### config.mk
export PLATFORM = sky130hd
export DESIGN_NAME = message_pdu_validator
export DESIGN_NICKNAME = d
export VERILOG_FILES = /design/src/rtl/mpv_pkg.sv /design/src/rtl/message_pdu_validator.sv /design/src/rtl/mpv_byte_check.sv
export SDC_FILE = /design/constraint.sdc
export NUM_CORES = 1
export LEC_CHECK = 0
export BUFFER_PORTS_ARGS = -buffer_cell sky130_fd_sc_hd__buf_2
export CAP_MARGIN = 20
export CORE_MARGIN = 2
export CORE_UTILIZATION = 40
export CTS_CLUSTER_DIAMETER = 100
export CTS_CLUSTER_SIZE = 24
export DETAILED_ROUTE_END_ITERATION = 12
export SETUP_SLACK_MARGIN = 0.15
export SLEW_MARGIN = 20
export SYNTH_ARGS = -nofsm -noshare
export SYNTH_HDL_FRONTEND = slang
export SYNTH_SLANG_ARGS = --single-unit
### constraint.sdc
create_clock -name clk -period 4.8 [get_ports clk]
set_input_delay 0.24 -clock clk [delete_from_list [all_inputs] [get_ports clk]]
set_output_delay 0.24 -clock clk [all_outputs]
set_load 0.005 [all_outputs]
### src/rtl/mpv_pkg.sv
// Package for the message PDU validator.
// Holds the widths, the header layout constants and the result struct.
// No dependencies; used by mpv_byte_check and message_pdu_validator.
package mpv_pkg;

  localparam int unsigned ByteW       = 8;
  localparam int unsigned LenW        = 16;
  localparam int unsigned PosW        = 17;
  localparam int unsigned HeaderBytes = 12;

  localparam logic [PosW-1:0]  POS_MAX        = {PosW{1'b1}};
  localparam logic [ByteW-1:0] SUM_ALL_ONES   = 8'hFF;
  localparam logic [ByteW-1:0] OPCODE_DEFAULT = 8'd10;

  // Fixed header positions
  localparam logic [PosW-1:0] POS_OPCODE  = 17'd0;
  localparam logic [PosW-1:0] POS_ZERO_A  = 17'd1;
  localparam logic [PosW-1:0] POS_ZERO_B  = 17'd2;
  localparam logic [PosW-1:0] POS_LEN_HI  = 17'd4;
  localparam logic [PosW-1:0] POS_LEN_LO  = 17'd5;
  localparam logic [PosW-1:0] POS_PAD_LO  = 17'd6;
  localparam logic [PosW-1:0] POS_TEXT    = 17'd12;

  typedef struct packed {
    logic            fire;
    logic            pdu_valid;
    logic [LenW-1:0] text_length;
  } mpv_result_t;

endpackage

### src/rtl/message_pdu_validator.sv
// Top level of the message PDU validator: input register, byte check and result register.
// Depends on mpv_pkg and mpv_byte_check.
//
//  channel | ports                                   | payload
//  in      | in_tvalid  in_tready  in_tdata in_tlast | data_byte, is_last
//  out     | out_tvalid out_tready out_tdata out_tuser| text_length, pdu_valid
//  cfg     | cfg_valid  cfg_ready  cfg_data          | message_opcode
//
// One beat per cycle unless the result stalls; a beat waits in the input register, and on the
// last byte of a PDU its result is in the result register in the cycle after the beat leaves.
// Reset (rst_n low, synchronous) clears all control state and sets the opcode to 10.
// A stalled result holds the input register; the input side keeps moving while the result
// register is empty or is being taken. cfg_ready is always high.
module message_pdu_validator (
  input  logic                       clk,
  input  logic                       rst_n,
  input  logic                       in_tvalid,
  output logic                       in_tready,
  input  logic [7:0]                 in_tdata,   // [7:0] data_byte
  input  logic                       in_tlast,   // is_last
  output logic                       out_tvalid,
  input  logic                       out_tready,
  output logic [15:0]                out_tdata,  // [15:0] text_length
  output logic                       out_tuser,  // [0] pdu_valid
  input  logic                       cfg_valid,
  output logic                       cfg_ready,
  input  logic [7:0]                 cfg_data    // [7:0] message_opcode
);

  logic                        in_vld_r;
  logic [mpv_pkg::ByteW-1:0]   in_byte_r;
  logic                        in_last_r;
  logic                        out_vld_r;
  logic [mpv_pkg::LenW-1:0]    out_len_r;
  logic                        out_ok_r;
  logic [mpv_pkg::ByteW-1:0]   opcode_r;
  logic                        adv;
  mpv_pkg::mpv_result_t        res;

  assign adv       = in_vld_r && (!out_vld_r || out_tready);
  assign in_tready = !in_vld_r || adv;
  assign cfg_ready = 1'b1;

  always_ff @(posedge clk) begin
    if (!rst_n) begin
      opcode_r <= mpv_pkg::OPCODE_DEFAULT;
    end else if (cfg_valid) begin
      opcode_r <= cfg_data;
    end
  end

  always_ff @(posedge clk) begin
    if (!rst_n) begin
      in_vld_r <= 1'b0;
    end else if (in_tready) begin
      in_vld_r <= in_tvalid;
    end
  end

  always_ff @(posedge clk) begin
    if (in_tready && in_tvalid) begin
      in_byte_r <= in_tdata;
      in_last_r <= in_tlast;
    end
  end

  mpv_byte_check u_check (
    .clk       (clk),
    .rst_n     (rst_n),
    .adv       (adv),
    .data_byte (in_byte_r),
    .is_last   (in_last_r),
    .opcode    (opcode_r),
    .res       (res)
  );

  always_ff @(posedge clk) begin
    if (!rst_n) begin
      out_vld_r <= 1'b0;
    end else if (res.fire) begin
      out_vld_r <= 1'b1;
    end else if (out_tready) begin
      out_vld_r <= 1'b0;
    end
  end

  always_ff @(posedge clk) begin
    if (res.fire) begin
      out_len_r <= res.text_length;
      out_ok_r  <= res.pdu_valid;
    end
  end

  assign out_tvalid = out_vld_r;
  assign out_tdata  = out_len_r;
  assign out_tuser  = out_ok_r;

  a_stall_holds_input: assert property (@(posedge clk) disable iff (!rst_n)
    in_vld_r && out_vld_r && !out_tready |-> !in_tready)
    else $error("input register released while result stalled");

  a_no_result_mid_pdu: assert property (@(posedge clk) disable iff (!rst_n)
    adv && !in_last_r && !out_vld_r |=> !out_vld_r)
    else $error("result produced for a byte that is not last");

  a_result_on_last: assert property (@(posedge clk) disable iff (!rst_n)
    adv && in_last_r |=> out_vld_r)
    else $error("last byte gave no result");

endmodule

### src/rtl/mpv_byte_check.sv
// Per-byte check and running state of the message PDU validator.
// Holds position, length, checksum and validity; depends on mpv_pkg.
// Produces the result of the beat being processed combinationally.
module mpv_byte_check (
  input  logic                       clk,
  input  logic                       rst_n,
  input  logic                       adv,
  input  logic [mpv_pkg::ByteW-1:0]  data_byte,
  input  logic                       is_last,
  input  logic [mpv_pkg::ByteW-1:0]  opcode,
  output mpv_pkg::mpv_result_t       res
);

  logic [mpv_pkg::PosW-1:0]  pos_r,   pos_nxt;
  logic [mpv_pkg::LenW-1:0]  len_r,   len_nxt;
  logic [mpv_pkg::ByteW-1:0] sum_r,   sum_nxt;
  logic                      ok_r,    ok_nxt;

  logic [mpv_pkg::PosW-1:0]  text_end;
  logic [mpv_pkg::PosW:0]    text_end_fin;
  logic [mpv_pkg::PosW:0]    pos_inc;
  logic [mpv_pkg::ByteW:0]   sum_wide;
  logic [mpv_pkg::ByteW-1:0] sum_fold;
  logic                      byte_zero;
  logic                      pos_len_seen;

  assign byte_zero = (data_byte == '0);
  assign text_end  = mpv_pkg::POS_TEXT + {1'b0, len_r};
  assign sum_wide  = {1'b0, sum_r} + {1'b0, data_byte};
  // End-around carry
  assign sum_fold  = sum_wide[mpv_pkg::ByteW-1:0] +
                     {{(mpv_pkg::ByteW-1){1'b0}}, sum_wide[mpv_pkg::ByteW]};
  assign pos_inc   = {1'b0, pos_r} + 18'd1;
  assign pos_len_seen = (pos_r >= mpv_pkg::POS_LEN_LO);

  always_comb begin
    len_nxt = len_r;
    ok_nxt  = ok_r;
    if (pos_r == mpv_pkg::POS_OPCODE) begin
      if (data_byte != opcode) ok_nxt = 1'b0;
    end else if (pos_r == mpv_pkg::POS_ZERO_A || pos_r == mpv_pkg::POS_ZERO_B ||
                 (pos_r >= mpv_pkg::POS_PAD_LO && pos_r < mpv_pkg::POS_TEXT)) begin
      if (!byte_zero) ok_nxt = 1'b0;
    end else if (pos_r == mpv_pkg::POS_LEN_HI) begin
      len_nxt = {data_byte, 8'h00};
    end else if (pos_r == mpv_pkg::POS_LEN_LO) begin
      len_nxt = {len_r[mpv_pkg::LenW-1:mpv_pkg::ByteW], data_byte};
    end else if (pos_r >= mpv_pkg::POS_TEXT) begin
      // Inside the text every byte is nonzero, after it every byte is zero.
      if ((pos_r < text_end) == byte_zero) ok_nxt = 1'b0;
    end
    sum_nxt = sum_fold;
    if (pos_r != mpv_pkg::POS_MAX) pos_nxt = pos_inc[mpv_pkg::PosW-1:0];
    else                           pos_nxt = pos_r;
  end

  assign text_end_fin = {1'b0, mpv_pkg::POS_TEXT} + {2'b00, len_nxt};

  always_comb begin
    res.fire        = adv && is_last;
    res.pdu_valid   = ok_nxt && (sum_nxt == mpv_pkg::SUM_ALL_ONES) && pos_len_seen &&
                      (pos_inc >= text_end_fin);
    res.text_length = pos_len_seen ? len_nxt : '0;
  end

  always_ff @(posedge clk) begin
    if (!rst_n || (adv && is_last)) begin
      pos_r <= '0;
      len_r <= '0;
      sum_r <= '0;
      ok_r  <= 1'b1;
    end else if (adv) begin
      pos_r <= pos_nxt;
      len_r <= len_nxt;
      sum_r <= sum_nxt;
      ok_r  <= ok_nxt;
    end
  end

  a_clear_after_last: assert property (@(posedge clk) disable iff (!rst_n)
    adv && is_last |=> pos_r == '0 && sum_r == '0 && ok_r)
    else $error("state not cleared after last beat");

  a_pos_saturates: assert property (@(posedge clk) disable iff (!rst_n)
    adv && !is_last && pos_r == mpv_pkg::POS_MAX |=> pos_r == mpv_pkg::POS_MAX)
    else $error("byte position wrapped");

  a_valid_needs_length: assert property (@(posedge clk) disable iff (!rst_n)
    res.fire && res.pdu_valid |-> pos_r >= mpv_pkg::POS_LEN_LO)
    else $error("PDU reported valid before its length bytes");

endmodule
==> summary.md <==
| Metric | Value |
|---|---|
| Crit end category | flop |
| Leakage power | 2.39 nW |
| R2R cell count | 17 |
| Pint | 1.17 mW |
| Crit-path slowest cell | dfxtp_1 |
| Final setup fails | 0 |
| DRC | 0 |
| Vias in the first global route | 4051 |
| Pins Over Slew Limit | 0 |
| Netlist cell types | 61 |
| Hold path cells | 1 |
| Clock slew at reported path FFs | 0.06 ns |
| Most instantiated cells after synthesis | 63 x nor2_1, 59 x nand2_1, 52 x dfxtp_1 |
| Post-Syn Area | 5350 um^2 |
| Nets | 691 |
| Port Buf Inserts | 40 |
| Main synth FF type | dfxtp_1 |
| Vert. Die Dim | 120 um |
| Iter 0 DRT Violations | 328 |
| Number of synthesized flops with an enable pin | 26 |
| Pre-antenna DRT Iters | 4 |
| DR top layer | met4 |
| Maxcap violations | 0 |
| Mapped Cells | 591 |
| Largest cells by area after synthesis | dfxtp_1 19%, edfxtp_1 15%, ha_1 11%, xor2_1 5.9%, mux2i_1 5.2% |
| Final cell count without fillers | 800 |
| Final hold viol count | 0 |
| Rows | 42 |
| Critical path required time | 4.90 ns |
| Metal2 WL | 6300 um |
| Chip Width | 120 um |
| Total power | 1.58 mW |
| Worst R2R Start | u_check.pos_r[1]$_SDFFE_PP0P_ |
| Most repeated cell in the gate-level netlist after synthesis | nor2_1 |
| CTS Buffer Depth | 2 |
| Sw frac | 25.8% |
| Hold Path Origin | in_tlast |
| VDD IR-drop max | 0.177 mV |
| Seq pwr share | 45.6% |
| Critical Path AT | 4.12 ns |
| DP Worst Slack | 0.801 ns |
| Kind of critical path | flop to flop |
| Die area | 14300 um^2 |
| CTS buffer count | 9 |
| Clk pwr share | 44.4% |
| WL met1 | 6250 um |
| Final min period | 4.03 ns |
| TritonCTS clock tree | built |
| Area growth syn-to-layout | 12.0% |
| Syn avg cell area | 9.04 um^2 |
| RePlAce Congestion | 0.808 |
| Final setup skew | 0.00648 ns |
| Worst R2R End | out_tuser$_DFFE_PP_ |
| Slew HR | 38.5% |
| Logic pwr share | 10.0% |
| Initial antenna violation count | 0 |
| Core Region | 13100 um^2 |
| R2R setup slack | 0.77 ns |
| Clk_lat worst skew | 0.34 ns |
| Via/cell ratio | 5.41 |
| Clock Sink Count | 78 |
| Worst path max stage delay | 0.57 ns |
| Crit share post-route | 83.9% |
| ANT nets after route | 0 |
| First-pass GRT wire length | 21400 um |
| Starting Density | 40.7% |
| Worst-Margin Slew | 0.922 ns |
| Crit-path max FO | 12 |
| Top cell type's share of synthesized area | 19.5% |
| Largest net degree at the start of global routing | 43 |
| Hpwl dp | 10100 um |
| Setup TNS | 0 ns |
| Critical-path cell list | inv_1, ha_1, nand3b_1, nand4b_1, nor3_1, o22ai_2, nor3_4, nand3_1, xnor2_1, ha_1, a21o_1, a21o_1, a21oi_1, o21ai_0, a31oi_1, a21oi_1, o2111a_1 |
| Largest area contributor in the netlist | dfxtp_1 |
| Startpoint Class | flop |
| # IOs | 42 |
| GRT overflow | 0 |
| Syn Nets | 663 |
| GR Util All Layers | 19.2% |
| Number of H-tree levels | 3 |
| Setup bufs post-CTS | 0 |
| Cts hold-fix bufs | 0 |
| Max Freq | 248 MHz |
| Share of cells above drive strength 1 | 12.7% |
| Post-Place Cells | 784 |
| Hold Crit Endpoint | in_last_r$_DFFE_PP_ |
| Met3 WL | 628 um |
| Synth warnings | 0 |
| Wire per inst | 16.7 um |
| WL final | 13400 um |
| Total power per unit cell area | 264 nW/um^2 |
| RSZ-0062 raised after global routing | no |
| Clk root buf | clkbuf_16 |
| Gates resized, CTS repair | 0 |
| Sequential share of the synthesized area | 34.1% |
| Hold WC Path Type | primary input to flop |
| Async SR Flop Fraction | 0% |
| ANT cells | 0 |
| Via Count | 4329 |
| Outcome | complete, no violations |
| Number of synthesized register bits | 78 |
| Setup WS post-layout | 0.773 ns |
| Psw | 0.408 mW |
==> placed cells by master, fill, tap and decap left out, drive strengths merged, types with 5 or more instances in the layout <==
cell type   n
clkbuf     10
nand2      59
ha         49
xor2       36
nand4b      5
edfxtp     26
or2         6
nand3      18
buf        45
a21o        6
and3        7
mux2i      28
nor2       65
o21ai      21
a21oi      34
xnor2      26
nand2b      8
dfxtp      52
nor4       10
nand4       9
nor3       15
or3        10
nor2b       9
inv        12
a211oi      8
==> cells by family after synthesis <==
| group | Yosys count | synth area share, % |
|---|---|---|
| other | 1 | 0.0702 |
| xor gates and xnor gates | 63 | 10.6 |
| AOI/OAI and AO/OA | 100 | 12.3 |
| adders and majority gates | 50 | 11.8 |
| DFF | 78 | 34.1 |
| and+or+nand+nor | 232 | 22.8 |
| muxes | 29 | 5.45 |
| buffers and inverters | 38 | 2.90 |
==> critical path: cells and delay by family (launching register included) <==
kind,cells,cell delay (ns)
flip-flops,1,0.57
XOR/XNOR,1,0.15
AND/OR/NAND/NOR,5,1.16
adder cells (fa/ha/maj),2,0.55
AO/OA/AOI/OAI,8,1.22
buffers and inverters,1,0.12
==> through the flow <==
step	hold slack (ns)	cell area, um^2	util [%]
after global routing	0.0697	5990	45.6
final	0.0731	5990	45.6
after CTS	0.0649	5990	45.6
after floorplan	0.339	5350	-
after detailed placement	0.419	5690	43.3
after global placement	0.417	5690	43.3
==> sequential cells by signal, indices dropped and copies added (netlist names) <==
signal         count
opcode_r           8
out_tvalid         1
u_check.sum_r      8
in_vld_r           1
in_byte_r          8
u_check.len_r     16
out_tuser          1
u_check.pos_r     17
out_tdata         16
in_last_r          1
u_check.ok_r       1
==> per-layer routing <==
metal	track usage, %	up-vias
li1	-	2178
met4	6.25	0
met2	31.1	81
met1	26.7	2058
met5	0	-
met3	2.33	12
==> worst max path at each step <==
| stage | from | end | slack [ns] | cells past startpoint |
|---|---|---|---|---|
| after floorplan | u_check.pos_r[1]$_SDFFE_PP0P_ | out_tuser$_DFFE_PP_ | 1.28 | 18 |
| after global placement | u_check.pos_r[1]$_SDFFE_PP0P_ | out_tuser$_DFFE_PP_ | 0.92 | 17 |
| final | u_check.pos_r[1]$_SDFFE_PP0P_ | out_tuser$_DFFE_PP_ | 0.77 | 17 |
| after CTS | u_check.pos_r[1]$_SDFFE_PP0P_ | out_tuser$_DFFE_PP_ | 0.80 | 17 |
| after global routing | u_check.pos_r[1]$_SDFFE_PP0P_ | out_tuser$_DFFE_PP_ | 0.38 | 17 |
| after detailed placement | u_check.pos_r[1]$_SDFFE_PP0P_ | out_tuser$_DFFE_PP_ | 0.80 | 17 |
==> layout make-up <==
cell class	count	area, um^2
inverters	10	37.5
clock buffers	10	229
clock inverters	6	68.8
well taps	176	220
repair buffers	45	238
multi-input cells	475	3370
flip-flops and latches	78	1820
fillers	1325	7150
==> power groups by stage <==
| stage | clock network [mW] | logic [mW] | registers [mW] |
|---|---|---|---|
| 6_report | 0.702 | 0.158 | 0.722 |
| 5_1_grt | 0.736 | 0.175 | 0.724 |
| 4_1_cts | 0.714 | 0.158 | 0.722 |
| 3_5_place_dp | 0 | 0.157 | 0.737 |
| 3_3_place_gp | 0 | 0.153 | 0.736 |
| 2_1_floorplan | 0 | 0.115 | 0.729 |
No activity file was read; power rests on OpenSTA's default activity.
